[src/sv/fbd_pkg.sv]
// Package for the page framebuffer draw engine: sizes, request codes,
// payload types and the controller/datapath command and status types.
// No dependencies.
package fbd_pkg;

   localparam int MAX_WIDTH   = 128;
   localparam int MAX_HEIGHT  = 64;
   localparam int PAGE_BITS   = 8;
   localparam int PAGES       = (MAX_HEIGHT + PAGE_BITS - 1) / PAGE_BITS;
   localparam int STORE_DEPTH = MAX_WIDTH * PAGES;
   localparam int ADDR_W      = $clog2(STORE_DEPTH);
   localparam int WIDE_W      = 14;
   localparam int PADDR_W     = 3;

   localparam logic [7:0] FRAME_WIDTH_RESET  = 8'd128;
   localparam logic [6:0] FRAME_HEIGHT_RESET = 7'd64;

   localparam logic REG_FRAME_WIDTH  = 1'b0;
   localparam logic REG_FRAME_HEIGHT = 1'b1;

   localparam logic [2:0] REQ_SET_PIXEL  = 3'd0;
   localparam logic [2:0] REQ_CLR_PIXEL  = 3'd1;
   localparam logic [2:0] REQ_FILL_AREA  = 3'd2;
   localparam logic [2:0] REQ_CLEAR_AREA = 3'd3;
   localparam logic [2:0] REQ_DRAW_ROW   = 3'd4;
   localparam logic [2:0] REQ_READ_BYTE  = 3'd5;

   typedef struct packed {
      logic [2:0] req_type;
      logic [7:0] pos_x;
      logic [7:0] pos_y;
      logic [7:0] area_w;
      logic [7:0] area_h;
      logic [7:0] row_bits;
      logic [9:0] byte_index;
   } req_payload_type;

   typedef struct packed {
      logic [7:0] read_data;
      logic       index_invalid;
   } rsp_payload_type;

   typedef struct packed {
      logic load;
      logic clr;
      logic rd;
      logic wr;
      logic next;
      logic out_load;
   } dp_cmd_type;

   typedef struct packed {
      logic is_draw;
      logic is_read;
      logic empty;
      logic idx_ok;
      logic last;
      logic clr_last;
   } dp_status_type;

endpackage

[src/sv/fbd_csr.sv]
// Configuration registers of the draw engine on an APB-style port,
// with the clamped width and height used for drawing. Depends on fbd_pkg.
module fbd_csr (
   input  logic                        clock,
   input  logic                        reset,
   input  logic                        psel,
   input  logic                        penable,
   input  logic                        pwrite,
   input  logic [fbd_pkg::PADDR_W-1:0] paddr,
   input  logic [31:0]                 pwdata,
   output logic [31:0]                 prdata,
   output logic                        pready,
   output logic [7:0]                  width_used,
   output logic [6:0]                  height_used
);
   import fbd_pkg::*;

   logic [7:0] frame_width_ff;
   logic [6:0] frame_height_ff;
   logic       wr_en;

   assign pready = 1'b1;
   assign wr_en  = psel && penable && pwrite && pready;

   always_ff @(posedge clock) begin
      if (reset) begin
         frame_width_ff  <= FRAME_WIDTH_RESET;
         frame_height_ff <= FRAME_HEIGHT_RESET;
      end else if (wr_en) begin
         if (paddr[2] == REG_FRAME_WIDTH) begin
            frame_width_ff <= pwdata[7:0];
         end else begin
            frame_height_ff <= pwdata[6:0];
         end
      end
   end

   assign prdata = (paddr[2] == REG_FRAME_HEIGHT) ? {25'd0, frame_height_ff}
                                                  : {24'd0, frame_width_ff};

   assign width_used  = ({1'b0, frame_width_ff} > 9'(MAX_WIDTH)) ?
                        8'(MAX_WIDTH) : frame_width_ff;
   assign height_used = ({2'b0, frame_height_ff} > 9'(MAX_HEIGHT)) ?
                        7'(MAX_HEIGHT) : frame_height_ff;

endmodule

[config.mk]
export PLATFORM = sky130hd
export DESIGN_NAME = fbd_csr
export DESIGN_NICKNAME = d
export VERILOG_FILES = /design/src/sv/fbd_pkg.sv /design/src/sv/fbd_csr.sv
export SDC_FILE = /design/constraint.sdc
export NUM_CORES = 1
export LEC_CHECK = 0
export ABC_CLOCK_PERIOD_IN_PS = 1400
export BUFFER_PORTS_ARGS = -buffer_cell sky130_fd_sc_hd__buf_2
export CAP_MARGIN = 30
export CORE_MARGIN = 1.5
export CORE_UTILIZATION = 37
export CTS_CLUSTER_SIZE = 30
export DETAILED_ROUTE_END_ITERATION = 16
export MAX_ROUTING_LAYER = met4
export PLACE_DENSITY_LB_ADDON = 0.05
export SLEW_MARGIN = 15
export SYNTH_ARGS = -nofsm -noshare
export SYNTH_HDL_FRONTEND = slang
export SYNTH_SLANG_ARGS = --single-unit
[constraint.sdc]
create_clock -name clock -period 1.4 [get_ports clock]
set_input_delay 0.42 -clock clock [delete_from_list [all_inputs] [get_ports clock]]
set_output_delay 0.42 -clock clock [all_outputs]
set_load 0.005 [all_outputs]
=== Word-level counts from Yosys, hierarchy flattened ===
Index checks and enable logic that the tools add are counted.

* Word-level logic and storage cells: 12
* Input port bits: 40
* Register bits: 15

* Bitwise operators: 1
* Muxes and demuxes: 3
* $lt $le $gt $ge: 2
* Reduce and logical (&&, ||, !) cells: 4

{| class="wikitable"
|+ Operators with widths
! operator !! number
|-
| $mux W8 || 2
|-
| $gt A8 B8 Y1 const B || 1
|-
| $gt A7 B7 Y1 const B || 1
|-
| $mux W7 || 1
|-
| $reduce_and A2 Y1 || 2
|-
| $logic_and A1 B1 Y1 || 2
|-
| $not A1 Y1 || 1
|}

=== Logic depth before layout (Yosys ltp) ===
* Word-level depth: 3
* Gate-level depth with buffers: 4

=== Worst setup path after synthesis ===
OpenSTA, ideal clock, no wires.

* Path type: input -> output
* Start point: in paddr[2] in the netlist's numbering
* End point: out prdata[0]
* Required time: 0.980 ns
* Stages: 2
* Path slack: 0.115 ns
* Arrival time: 0.865 ns
* Buffers on the path: 1
* Cell sequence: buf_6 -> mux2_2

* Word-level cells in the longest chain between the ends: 1

{| class="wikitable"
|+ Ends and longest elaborated chain
! item !! RTL line !! RTL
|-
| start: declaration || fbd_csr.sv:9 || <nowiki>input logic [fbd_pkg::PADDR_W-1:0] paddr,</nowiki>
|-
| $mux W8 || fbd_csr.sv:38 || <nowiki>assign prdata = (paddr[2] == REG_FRAME_HEIGHT) ? {25'd0, frame_height_ff}</nowiki>
|-
| end: declaration || fbd_csr.sv:11 || <nowiki>output logic [31:0] prdata,</nowiki>
|}

No other way between the ends.

=== Final worst setup path ===
* Start point: reg frame_width_ff[7]
* End point: out prdata[7]

* Word-level cells in the longest chain between the ends: 1

{| class="wikitable"
|+ Ends and longest elaborated chain
! item !! RTL line !! RTL
|-
| start: declaration || fbd_csr.sv:18 || <nowiki>logic [7:0] frame_width_ff;</nowiki>
|-
| start signal: assignment || fbd_csr.sv:31 || <nowiki>frame_width_ff <= pwdata[7:0];</nowiki>
|-
| $mux W8 || fbd_csr.sv:38 ||
|}

No other way between the ends.

==> impl_results.md <==
* Status: finished, violations left
* Failing checks: negative setup slack
* Worst R2R Setup Slack at about 630 ps
* Cells after Synth at 110
* Final hold vios at 0
* Post-Route WL at 2.043 mm
* GR Util All Layers at 0.1290
* Site row count at 18
* WP data arrival at slightly above 1000 ps
* Initial core utilization at 0.3987
* Initial antenna violation count at 0
* Layout Skew at 0 ps
* WL met1 at 930 um
* First-pass GRT wire length at 3.042 mm
* TritonCTS clock tree: yes
* Area leader, netlist: dfxtp_1
* Vias at 775
* GPL Wtd Cong at 0.6942
* Compound-Gate Fraction of Synth Area at 0
* Simple-gate area share of the yosys netlist at 0.2491
* Die area at 3066 um^2
* Setup-failing EPs final at 12
* Largest family of logic cells by synthesized area: simple AND/OR/NAND/NOR gates
* Reg2reg end: frame_width_ff[5]$_SDFFE_PP0P_
* Final core occ at 0.5192
* Initial DRC count at 16
* CP peak stage delay at 340 ps
* MaxCap Viol Count at 0
* CP Launch Type: flop
* DRC at 0
* Adder and majority gate portion of the synthesized area at 0
* Total grt overflow at 0
* Post-DR vias/cell at approximately 4.2
* Clock root buffer: clkbuf_4
* Setup ws final at -51.63 ps
* RSZ-0062 raised after global routing: yes
* Synth Flop Type: dfxtp_1
* Dominant cells by area after synthesis: dfxtp_1 (30%), buf_4 (18%), mux2i_1 (15%)
* Synthesized flop and latch total at 15
* Nets@finish at 196
* Area share of xor/xnor cells in the synthesized design at 0
* Ant. Diodes at 0
* Share of flip-flops with an asynchronous set or reset at 0
* CP Data Required Time at 980 ps
* Highest routed layer: met3
* Max FO, Critical Path at 6
* Vias in the first global route at 647
* PwrDens at 629.6 nW/um^2
* Top post-synthesis cells by count: buf_4 (25), nand2b_1 (20), dfxtp_1 (15), mux2i_1 (15), nor2b_1 (13)
* Slew Viols, Final at 0
* Worst setup EP type: output pin
* Worst skew pair latency at 270 ps
* Setup Slack @ Placement at -168.5 ps
* Synth Warn # at 0
* WL/cell at 11.04 um
* Met3 wire len at 117 um
* Ratio of cells with drive above 1 in the final layout at 0.4839
* Hold WC Path Type: in2reg
* Cell area after synthesis at 1015 um^2
* Syn avg cell area at between 9 and 10 um^2
* Num CTS Buffers at 3
* Ports at 88
* Fmax at 688.9 MHz
* DR WL met2 at around 1000 um
* Crit Path Class: reg2out
* Y dimension of the die at 55.37 um
* Placed cell area at roughly 1100 um^2
* First-pass iteration count of the detailed router at 3
* Sum Neg Setup Slack at -226.0 ps
* Slowest stage cell, crit path: dfxtp_2
* Crit-path cells: buf_6 -> and2b_2 -> buf_2
* Post-DP HPWL at 1.461 mm
* Leak at 0.0006750 uW
* Total core area at between 2000 and 3000 um^2
* Post-DRT Antenna Nets at 0
* Clk buf depth at 2
* Fin crit share at 1.037
* Worst R2R Path Depth at 4
* Critical R2R Launch: frame_width_ff[5]$_SDFFE_PP0P_
* Die Wd at 55.37 um
* Multiplexer share of the synthesized area at 0.2256
* Library cells used by synthesis at 13
* Top cell type's share of synthesized area at 0.2959
* Post-synth EDFFs at 0
* Critical Path Start: frame_width_ff[7]$_SDFFE_PP1P_
* I/O Buffers at 36
* Seq/Total Area, Yosys at 0.2959
* Worst setup endpoint: prdata[7]
* Max IR drop VDD at about 0.36 mV
* Clock transition at path regs at 100 ps
* Post-Layout Inst Area at 1321 um^2
* Minimum clock period at 1452 ps
* Htree depth at 1
* Largest net degree at the start of global routing at 25
* # clock sinks at 15
* Synth-to-Final Area Change at 30.21%
* Top-count cell post-synth: buf_4
[through the flow]
stage / power [uW] / cells / hold slack, ps
after detailed placement: 567.8 / 174 / 478.1
after global placement: 566.0 / 174 / 470.4
after CTS: 839.6 / 184 / 402.6
after global routing: 881.7 / 185 / 404.7
after floorplan: 576.8 / 133 / 454.6
final: 831.8 / 185 / 403.1
[final cells by class]
class / instances / area (um^2)
fill: 260 / 1224
tap: 30 / 37.54
timing repair buffer: 49 / 339.1
multi-input combinational: 87 / 598.1
clock buffer: 4 / 26.28
sequential: 15 / 320.3
[logic make-up after synthesis]
group                  count (synthesis)
AND/OR/NAND/NOR                       40
other                                  2
multiplexers                          22
buffers and inverters                 31
flip-flops                            15
[worst min-delay path by stage]
stage	start	end	slack (ps)	cells after the start
4_1_cts	pwdata[7]	frame_width_ff[7]$_SDFFE_PP1P_	400	3
3_3_place_gp	frame_height_ff[0]$_SDFFE_PP0P_	frame_height_ff[0]$_SDFFE_PP0P_	470	2
5_1_grt	pwdata[5]	frame_height_ff[5]$_SDFFE_PP0P_	400	3
3_5_place_dp	frame_width_ff[0]$_SDFFE_PP0P_	frame_width_ff[0]$_SDFFE_PP0P_	480	2
2_1_floorplan	frame_width_ff[0]$_SDFFE_PP0P_	frame_width_ff[0]$_SDFFE_PP0P_	450	2
6_report	pwdata[7]	frame_width_ff[7]$_SDFFE_PP1P_	400	3
[power by group]
| part | leakage, uW | internal (uW) | switching (uW) |
|---|---|---|---|
| Combinational | 0.000533 | 75.8 | 64.7 |
| Clock | 0.0000150 | 110 | 139 |
| Sequential | 0.000127 | 436 | 6.48 |
[what timing repair did]
item,CTS,global route
resized for setup,25,9
setup buffers,6,1
hold buffers,0,0
hold endpoints to repair,0,0
setup endpoints to repair,17,21
pin swaps,0,0
[cell usage in the layout (no fill, tap or decap), drive strengths merged]
cell type and instances:
mux2i 15, nand4 1, clkbuf 4, mux2 7, conb 25, and2b 1
buf 49, nor2b 13, nand2b 20, and4b 1, nor2 4, dfxtp 15
[metal layers]
layer  global-route usage  up-vias
li1                     -      392
met1               0.1648      352
met2               0.2058       31
met3              0.02342        0
met4              0.04181        0
met5                    -        -
[critical path, delay by kind of cell (launching register included)]
| kind | cells | cell delay, ps |
|---|---|---|
| flip-flops | 1 | 340 |
| buffers and inverters | 2 | 240 |
| AND/OR/NAND/NOR | 1 | 180 |
[registers in the layout, summed over array words and instances (netlist names)]
register	count
frame_width_ff	8
frame_height_ff	7
No activity file was read; power rests on OpenSTA's default activity.
