--- config.mk ---
export PLATFORM = sky130hd
export DESIGN_NAME = fbd_ctrl
export DESIGN_NICKNAME = d
export VERILOG_FILES = /design/src/sv/fbd_pkg.sv /design/src/sv/fbd_ctrl.sv
export SDC_FILE = /design/constraint.sdc
export NUM_CORES = 1
export LEC_CHECK = 0
export ABC_AREA = 1
export ABC_CLOCK_PERIOD_IN_PS = 1230
export BUFFER_PORTS_ARGS = -buffer_cell sky130_fd_sc_hd__clkbuf_2
export CORE_AREA = 2 2 39 41
export CTS_CLUSTER_SIZE = 8
export DETAILED_ROUTE_END_ITERATION = 8
export DIE_AREA = 0 0 41 43
export GPL_ROUTABILITY_DRIVEN = 0
export SLEW_MARGIN = 20
export SYNTH_ARGS = -nofsm -noshare
export SYNTH_HDL_FRONTEND = slang
export SYNTH_SLANG_ARGS = --single-unit
--- constraint.sdc ---
create_clock -name clock -period 1.23 [get_ports clock]
set_input_delay 0.246 -clock clock [delete_from_list [all_inputs] [get_ports clock]]
set_output_delay 0.246 -clock clock [all_outputs]
set_load 0.05 [all_outputs]
--- src/sv/fbd_pkg.sv ---
// Package for the page framebuffer draw engine: sizes, request codes,
// payload types and the controller/datapath command and status types.
// No dependencies.
package fbd_pkg;

   localparam int MAX_WIDTH   = 128;
   localparam int MAX_HEIGHT  = 64;
   localparam int PAGE_BITS   = 8;
   localparam int PAGES       = (MAX_HEIGHT + PAGE_BITS - 1) / PAGE_BITS;
   localparam int STORE_DEPTH = MAX_WIDTH * PAGES;
   localparam int ADDR_W      = $clog2(STORE_DEPTH);
   localparam int WIDE_W      = 14;
   localparam int PADDR_W     = 3;

   localparam logic [7:0] FRAME_WIDTH_RESET  = 8'd128;
   localparam logic [6:0] FRAME_HEIGHT_RESET = 7'd64;

   localparam logic REG_FRAME_WIDTH  = 1'b0;
   localparam logic REG_FRAME_HEIGHT = 1'b1;

   localparam logic [2:0] REQ_SET_PIXEL  = 3'd0;
   localparam logic [2:0] REQ_CLR_PIXEL  = 3'd1;
   localparam logic [2:0] REQ_FILL_AREA  = 3'd2;
   localparam logic [2:0] REQ_CLEAR_AREA = 3'd3;
   localparam logic [2:0] REQ_DRAW_ROW   = 3'd4;
   localparam logic [2:0] REQ_READ_BYTE  = 3'd5;

   typedef struct packed {
      logic [2:0] req_type;
      logic [7:0] pos_x;
      logic [7:0] pos_y;
      logic [7:0] area_w;
      logic [7:0] area_h;
      logic [7:0] row_bits;
      logic [9:0] byte_index;
   } req_payload_type;

   typedef struct packed {
      logic [7:0] read_data;
      logic       index_invalid;
   } rsp_payload_type;

   typedef struct packed {
      logic load;
      logic clr;
      logic rd;
      logic wr;
      logic next;
      logic out_load;
   } dp_cmd_type;

   typedef struct packed {
      logic is_draw;
      logic is_read;
      logic empty;
      logic idx_ok;
      logic last;
      logic clr_last;
   } dp_status_type;

endpackage

--- src/sv/fbd_ctrl.sv ---
// Controller state machine of the draw engine: clearing pass, request
// decode, read-modify-write walk and result handoff. Depends on fbd_pkg.
module fbd_ctrl (
   input  logic                   clock,
   input  logic                   reset,
   input  logic                   req_valid,
   output logic                   req_stall,
   output logic                   rsp_valid,
   input  logic                   rsp_stall,
   output fbd_pkg::dp_cmd_type    cmd,
   input  fbd_pkg::dp_status_type status
);
   import fbd_pkg::*;

   typedef enum logic [2:0] {
      ST_CLEAR,
      ST_IDLE,
      ST_DECODE,
      ST_RMW_RD,
      ST_RMW_WR,
      ST_MEM_RD,
      ST_DONE
   } state_type;

   state_type state_ff, state_in;
   logic      rsp_valid_ff, rsp_valid_in;

   always_comb begin
      cmd          = '0;
      state_in     = state_ff;
      rsp_valid_in = rsp_valid_ff && rsp_stall;
      case (state_ff)
         ST_CLEAR: begin
            cmd.clr = 1'b1;
            if (status.clr_last) begin
               state_in = ST_IDLE;
            end
         end
         ST_IDLE: begin
            if (req_valid) begin
               cmd.load = 1'b1;
               state_in = ST_DECODE;
            end
         end
         ST_DECODE: begin
            if (status.is_draw && !status.empty) begin
               state_in = ST_RMW_RD;
            end else if (status.is_read && status.idx_ok) begin
               state_in = ST_MEM_RD;
            end else begin
               state_in = ST_DONE;
            end
         end
         ST_RMW_RD: begin
            cmd.rd   = 1'b1;
            state_in = ST_RMW_WR;
         end
         ST_RMW_WR: begin
            cmd.wr   = 1'b1;
            cmd.next = 1'b1;
            state_in = status.last ? ST_DONE : ST_RMW_RD;
         end
         ST_MEM_RD: begin
            cmd.rd   = 1'b1;
            state_in = ST_DONE;
         end
         ST_DONE: begin
            if (!rsp_valid_ff || !rsp_stall) begin
               cmd.out_load = 1'b1;
               rsp_valid_in = 1'b1;
               state_in     = ST_IDLE;
            end
         end
         default: begin
            state_in = ST_IDLE;
         end
      endcase
   end

   always_ff @(posedge clock) begin
      if (reset) begin
         state_ff     <= ST_CLEAR;
         rsp_valid_ff <= 1'b0;
      end else begin
         state_ff     <= state_in;
         rsp_valid_ff <= rsp_valid_in;
      end
   end

   assign req_stall = (state_ff != ST_IDLE);
   assign rsp_valid = rsp_valid_ff;

endmodule

Word-level counts from Yosys, hierarchy flattened
Index checks and enable logic that the tools add are counted.
{"block": "totals", "reg_bits": 4}
{"block": "op_classes", "eq_ne": 10, "muxes": 16, "n_reduce_logical": 10}
{"op": "3-bit case mux with 7 select lines", "count": 1}
{"op": "3-bit 2-to-1 mux", "count": 5}
{"op": "3-bit == test (second input constant)", "count": 3}
{"op": "1-bit 2-to-1 mux", "count": 8}
{"op": "3-bit by 2-bit == test with 1-bit output (second input constant)", "count": 2}
{"op": "2-bit != test (second input constant)", "count": 3}
{"op": "2-bit 2-to-1 mux", "count": 2}
{"op": "3-bit by 1-bit == test with 1-bit output (second input constant)", "count": 1}
{"op": "1-bit logical AND", "count": 3}
{"op": "1-bit logical NOT", "count": 3}
{"op": "3-bit logical NOT", "count": 1}
{"op": "3-bit by 1-bit != test with 1-bit output (second input constant)", "count": 1}
{"op": "3-bit AND reduction", "count": 1}
{"op": "2-bit OR reduction", "count": 1}
{"op": "1-bit logical OR", "count": 1}

Depth between registers and ports, before layout
Gate-level depths: netlist of run 1.
{"block": "logic_depth", "word_depth": 4, "depth_mapped": 7, "mapped_depth_nobuf": 7}

Worst setup path before layout of run 1
Ideal clock, no wire load.
{"block": "synth_timing", "path_kind": "reg2out", "from": "reg state_ff[2]", "to": "out cmd[2] (netlist name)", "arrival_ns": 1.957, "required_ns": 0.984, "path_slack_ns": -0.973, "stages_incl_launch_ff": 4, "path_buffers": 1, "cell_sequence": "dfxtp_1 inv_2 nor3_1 buf_4"}
{"element": "start: declaration", "line": "fbd_ctrl.sv:25", "source": "state_type state_ff, state_in;"}
{"element": "start signal: assignment", "line": "fbd_ctrl.sv:85", "source": "state_ff <= state_in;"}
{"element": "end: declaration", "line": "fbd_ctrl.sv:10", "source": "output fbd_pkg::dp_cmd_type cmd,"}

==> flow_summary.json, run 1 <==
{
  "fin_ws_ps": -166,
  "layout_min_cycle_time_ps": 1400,
  "synth_top_cell_by_area": "dfxtp_1",
  "worst_pin_slew_ps": 277,
  "hold_viol_final": 0,
  "drt_wl_total_microns": 926,
  "powerDensity_mw_per_mm2": 2440,
  "syn2layout_area_growth_pct": 114,
  "fin_skew_ps": 0.0790,
  "p_leak_nw": 0.341,
  "initial_core_util": 0.230,
  "status": "finished with violations",
  "peakVddDrop_mv": 0.917,
  "ant_nets": 0,
  "cts_root_buffer": "clkbuf_4",
  "die-area_sq_mm": 0.00176,
  "holdBufCountCts": 0,
  "drive_above_1_share": 0.635,
  "cts_buffer_depth": 2,
  "grt_overflow": 0,
  "drtIter0Drc": 0,
  "dp_worst_setup_slack_ps": -46.5,
  "insertion_delay_ps": 230,
  "fin_crit_sh": 1.14,
  "rows": 14,
  "grt_use_met2": 0.200,
  "numCtsBuffers": 3,
  "seqCellArea_sq_um": 92.6,
  "syn_avg_cell_area_sq_um": 5.68,
  "worstPathRequired_ps": 980,
  "violations": "setup timing",
  "slew_viol_final": 0,
  "clk_pin_slew_ps": 40,
  "first_global_vias": 399,
  "drc": 0,
  "vias_per_cell": 4.24,
  "synthDistinctLibCells": 18,
  "yosys_register_bits": 4,
  "cp-end-kind": "output pin",
  "n_fill_cell": 141,
  "syn_nets": 66,
  "cts_max_level": 1,
  "cts_tree": "yes",
  "synth_top_area_share": 0.252,
  "rsz0062_at_grt": "true",
  "fin_nets": 97,
  "maxSlewHeadroom": 0.816,
  "io_pins": 18,
  "dr.pass1.iters": 1,
  "num_vias": 428,
  "dp_hpwl_microns": 688,
  "syn_inst": 56,
  "die_y_microns": 43,
  "portBuffers": 17,
  "setup_viol": 6,
  "global_route.usage.total": 0.121,
  "worstSetupStartpointType": "flip-flop",
  "hp-class": "in2reg",
  "yosys_warnings": 0,
  "antenna_cells": 0,
  "busiest_layer": "met2",
  "use_met1": 0.135,
  "die-width_microns": 41,
  "cp.arrival_ps": 1150,
  "antenna_found_initial": 0,
  "wire_per_inst_microns": 9.17,
  "synth_area_sq_um": 318,
  "grt_max_degree": 6,
  "ys_seq_area_frac": 0.252,
  "max_cap_violations": 0,
  "multi_input_area_sq_um": 254,
  "grt_pass1_wl_microns": 1460,
  "fin_setup_tns_ps": -658,
  "grt_use_met3": 0.0157,
  "critical_path.max_fanout": 5,
  "path_class": "reg2out",
  "cts.sinks": 4,
  "coreArea_sq_mm": 0.00138,
  "synthTopCellsByArea": "dfxtp_1 25%, nand2_1 19%, inv_1 9.4%, nor2_1 8.3%, nand3_1 4.7%",
  "max_freq_mhz": 716
}
metal layers:
| metal | vias to the layer above | part of all wire |
|---|---|---|
| met5 | - | 0 |
| met4 | 0 | 0 |
| met3 | 0 | 0.039 |
| met2 | 9 | 0.59 |
| met1 | 189 | 0.37 |
| li1 | 230 | - |
placed cells by master (no fill, tap or decap):
cell,count
nand4_1,1
clkbuf_8,2
inv_2,4
nor2_4,4
dfxtp_4,3
or2_1,1
o21ai_1,2
dfxtp_2,1
and2b_1,1
a21oi_2,1
o21ai_0,1
inv_1,5
buf_8,4
clkbuf_4,3
a21oi_1,2
nand3_1,2
clkbuf_2,10
nand3_2,1
nand2_1,12
buf_6,2
nand2_4,1
nand2_2,5
nor2_1,4
inv_4,2
nor3_4,2
buf_4,8
clkbuf_16,1
flip-flops by register name (all words and copies together) (netlist names):
register,flops
state_ff,3
rsp_valid,1
layout make-up:
type / count / area share
clock buffers: 3 / 0.0331
inverters: 11 / 0.0680
multi-input cells: 40 / 0.373
flip-flops and latches: 4 / 0.136
well taps: 16 / 0.0294
repair buffers: 27 / 0.360
kinds of logic (layout without fill, tap and decap cells):
| logic type | after synthesis | in the layout | share of synthesized area |
|---|---|---|---|
| buffers and inverters | 12 | 41 | 0.154 |
| AOI/OAI and AO/OA | 6 | 6 | 0.106 |
| DFF | 4 | 4 | 0.252 |
| and+or+nand+nor | 34 | 34 | 0.488 |
Yosys cell counts (all sizes together):
cell type / number
inv: 11
nor3: 2
a21oi: 3
o21ai: 3
nand4: 1
buf: 1
or2: 1
nand3: 3
dfxtp: 4
nand2: 18
and2b: 1
nor2: 8
worst max-delay path: stages, from the launching register on:
cell      delay (ps)
dfxtp_4          360
buf_6            120
nor3_4           220
clkbuf_8         220
report_power, final:
| part | total (mW) | internal, mW | switching, mW |
|---|---|---|---|
| combinational | 1.23 | 0.546 | 0.689 |
| clock | 0.161 | 0.109 | 0.0522 |
| sequential | 0.263 | 0.192 | 0.0713 |
worst paths after layout:
check,startpoint,to,slack [ps],depth (start not counted)
max,state_ff[0]$_SDFFE_PP0P_,cmd[1],-170,3
min,reset,state_ff[1]$_SDFFE_PP0P_,210,2
max reg2reg,state_ff[0]$_SDFFE_PP0P_,state_ff[0]$_SDFFE_PP0P_,40,7
min reg2reg,rsp_valid$_SDFF_PP0_,rsp_valid$_SDFF_PP0_,490,2
metrics by stage:
step	total power, mW	utilization	cell area (sq um)	hold WS [ps]	instances
finish	1.66	0.492	681	206	101
global route	1.78	0.492	681	226	101
CTS	1.57	0.467	646	198	99
detailed placement	1.11	0.360	498	450	94
global placement	1.11	0.360	498	446	94
floorplan	0.889	-	359	308	56
timing repair:
| action | CTS | global route |
|---|---|---|
| setup buffers | 2 | 2 |
| setup endpoints to repair | 7 | 10 |
| resized for setup | 28 | 11 |
| pin swaps | 1 | 4 |
Power figures use the tool's default switching activity.
==> run 2: changes to the inputs <==
--- a/config.mk
+++ b/config.mk
@@ -8,11 +8,14 @@
 export ABC_AREA = 1
 export ABC_CLOCK_PERIOD_IN_PS = 1230
 export BUFFER_PORTS_ARGS = -buffer_cell sky130_fd_sc_hd__clkbuf_2
-export CORE_AREA = 2 2 39 41
+export CELL_PAD_IN_SITES_DETAIL_PLACEMENT = 0
+export CELL_PAD_IN_SITES_GLOBAL_PLACEMENT = 1
+export CORE_MARGIN = 1
+export CORE_UTILIZATION = 24
 export CTS_CLUSTER_SIZE = 8
 export DETAILED_ROUTE_END_ITERATION = 8
-export DIE_AREA = 0 0 41 43
 export GPL_ROUTABILITY_DRIVEN = 0
+export PLACE_DENSITY_LB_ADDON = 0.1
 export SLEW_MARGIN = 20
 export SYNTH_ARGS = -nofsm -noshare
 export SYNTH_HDL_FRONTEND = slang
==> flow_summary.json, run 2 (synthesized netlist as in run 1, its figures left out) <==
{
  "status": "finished with violations",
  "violations": "setup timing",
  "place_area_sq_um": 518,
  "drtIter0Drc": 7,
  "critical_path.max_fanout": 4,
  "powerDensity_mw_per_mm2": 2430,
  "path_class": "reg2out",
  "worstSetupStartpointType": "flip-flop",
  "initial_core_util": 0.271,
  "die_y_microns": 38.4,
  "die-area_sq_mm": 0.00147,
  "layout_min_cycle_time_ps": 1380,
  "cts.sinks": 4,
  "rsz0062_at_grt": "true",
  "max_freq_mhz": 724,
  "ant_nets": 0,
  "seqCellArea_sq_um": 92.6,
  "antenna_found_initial": 0,
  "finalNonFillerCells": 106,
  "wire_per_inst_microns": 10.7,
  "vias_per_cell": 4.35,
  "global_route.usage.total": 0.197,
  "rows": 12,
  "first_global_vias": 444,
  "regMostFlops": "state_ff",
  "reg2reg_from": "state_ff[2]$_SDFFE_PP0P_",
  "cts_root_buffer": "clkbuf_4",
  "numCtsBuffers": 3,
  "cts_buffer_depth": 2,
  "worst_pin_slew_ps": 276,
  "grt_max_degree": 5,
  "grt_overflow": 0,
  "n_fill_cell": 109,
  "peakVddDrop_mv": 1.08,
  "largest_reg_flops": 3,
  "dr.pass1.iters": 4,
  "fin_crit_sh": 1.12,
  "drive_above_1_share": 0.663,
  "hp-class": "in2reg",
  "worstReg2RegEnd": "state_ff[2]$_SDFFE_PP0P_",
  "stdcell_area_sq_um": 728,
  "final_util": 0.622,
  "syn2layout_area_growth_pct": 129,
  "p_leak_nw": 0.378,
  "multi_input_area_sq_um": 258,
  "crit_path_end": "cmd[5]",
  "cts_max_level": 1,
  "cp-end-kind": "output pin",
  "worstPathRequired_ps": 980,
  "startpoint": "state_ff[2]$_SDFFE_PP0P_",
  "reg2reg_depth": 8,
  "reg2reg_slack_ps": -70,
  "fin_setup_tns_ps": -920,
  "io_pins": 18,
  "portBuffers": 17,
  "final_common_cell": "buf_4",
  "cp.arrival_ps": 1140,
  "maxSlewHeadroom": 0.817,
  "clk_pin_slew_ps": 40,
  "fin_skew_ps": 6.46,
  "slew_viol_final": 0,
  "layout_common_cells": "15 x buf_4, 13 x nand2_1, 10 x clkbuf_2, 5 x inv_2, 5 x inv_1",
  "fin_nets": 104,
  "drt_wl_total_microns": 1130,
  "insertion_delay_ps": 240,
  "setup_viol": 8,
  "hold_viol_final": 0,
  "max_cap_violations": 0,
  "antenna_cells": 0,
  "dp_cells": 95,
  "fin_ws_ps": -152,
  "coreArea_sq_mm": 0.00117,
  "num_vias": 461,
  "drc": 0,
  "cts_tree": "yes",
  "dp_hpwl_microns": 688,
  "grt_pass1_wl_microns": 1890,
  "die-width_microns": 38.4
}
run 2: cell types whose count changed in the layout (fill, tap and decap cells not counted), sizes merged:
| cell | delta |
|---|---|
| buf | +7 |
run 2: critical path: stages, from the launching register on:
cell,delay (ps)
dfxtp_4,360
nor2_4,110
buf_6,120
nand2_4,60
nor2_4,90
buf_8,150
run 2: report_power, final:
part	internal, mW	switching (mW)	leakage [nW]
clock	0.109	0.0597	0.0138
combinational	0.605	0.742	0.329
sequential	0.192	0.0637	0.0353
run 2: per-stage QoR:
stage	power, mW	hold WS [ps]	setup slack (ps)
6_report	1.77	211	-152
3_3_place_gp	1.17	462	-12.2
3_5_place_dp	1.16	453	-7.50
5_1_grt	1.90	219	-201
4_1_cts	1.62	197	-150
2_1_floorplan	0.889	308	-179
run 2: final cells by class:
cell class              count  share of cell area
clock buffers               3              0.0309
inverters                  11              0.0601
multi-input cells          40               0.354
flip-flops and latches      4               0.127
well taps                  14              0.0241
repair buffers             34               0.404
run 2: worst min path at each step:
stage          startpoint                        to  slack, ps  depth (start not counted)
5_1_grt             reset      rsp_valid$_SDFF_PP0_        220                          2
2_1_floorplan       reset      rsp_valid$_SDFF_PP0_        310                          1
3_3_place_gp        reset      rsp_valid$_SDFF_PP0_        460                          2
6_report            reset  state_ff[1]$_SDFFE_PP0P_        210                          2
3_5_place_dp        reset      rsp_valid$_SDFF_PP0_        450                          2
4_1_cts             reset      rsp_valid$_SDFF_PP0_        200                          2
run 2: timing repair:
item | 4_1_cts | 5_1_grt
endpoints found under the setup margin | 7 | 10
pin swaps | 8 | 3
gates resized for setup | 23 | 15
hold buffers | 0 | 0
setup buffers | 8 | 1
run 2: per-layer routing:
layer	vias to the layer above	part of all wire	global-route usage
li1	244	-	-
met1	195	0.41	0.208
met2	18	0.50	0.339
met3	4	0.068	0.0698
met4	0	0.020	0.103
met5	-	0	0
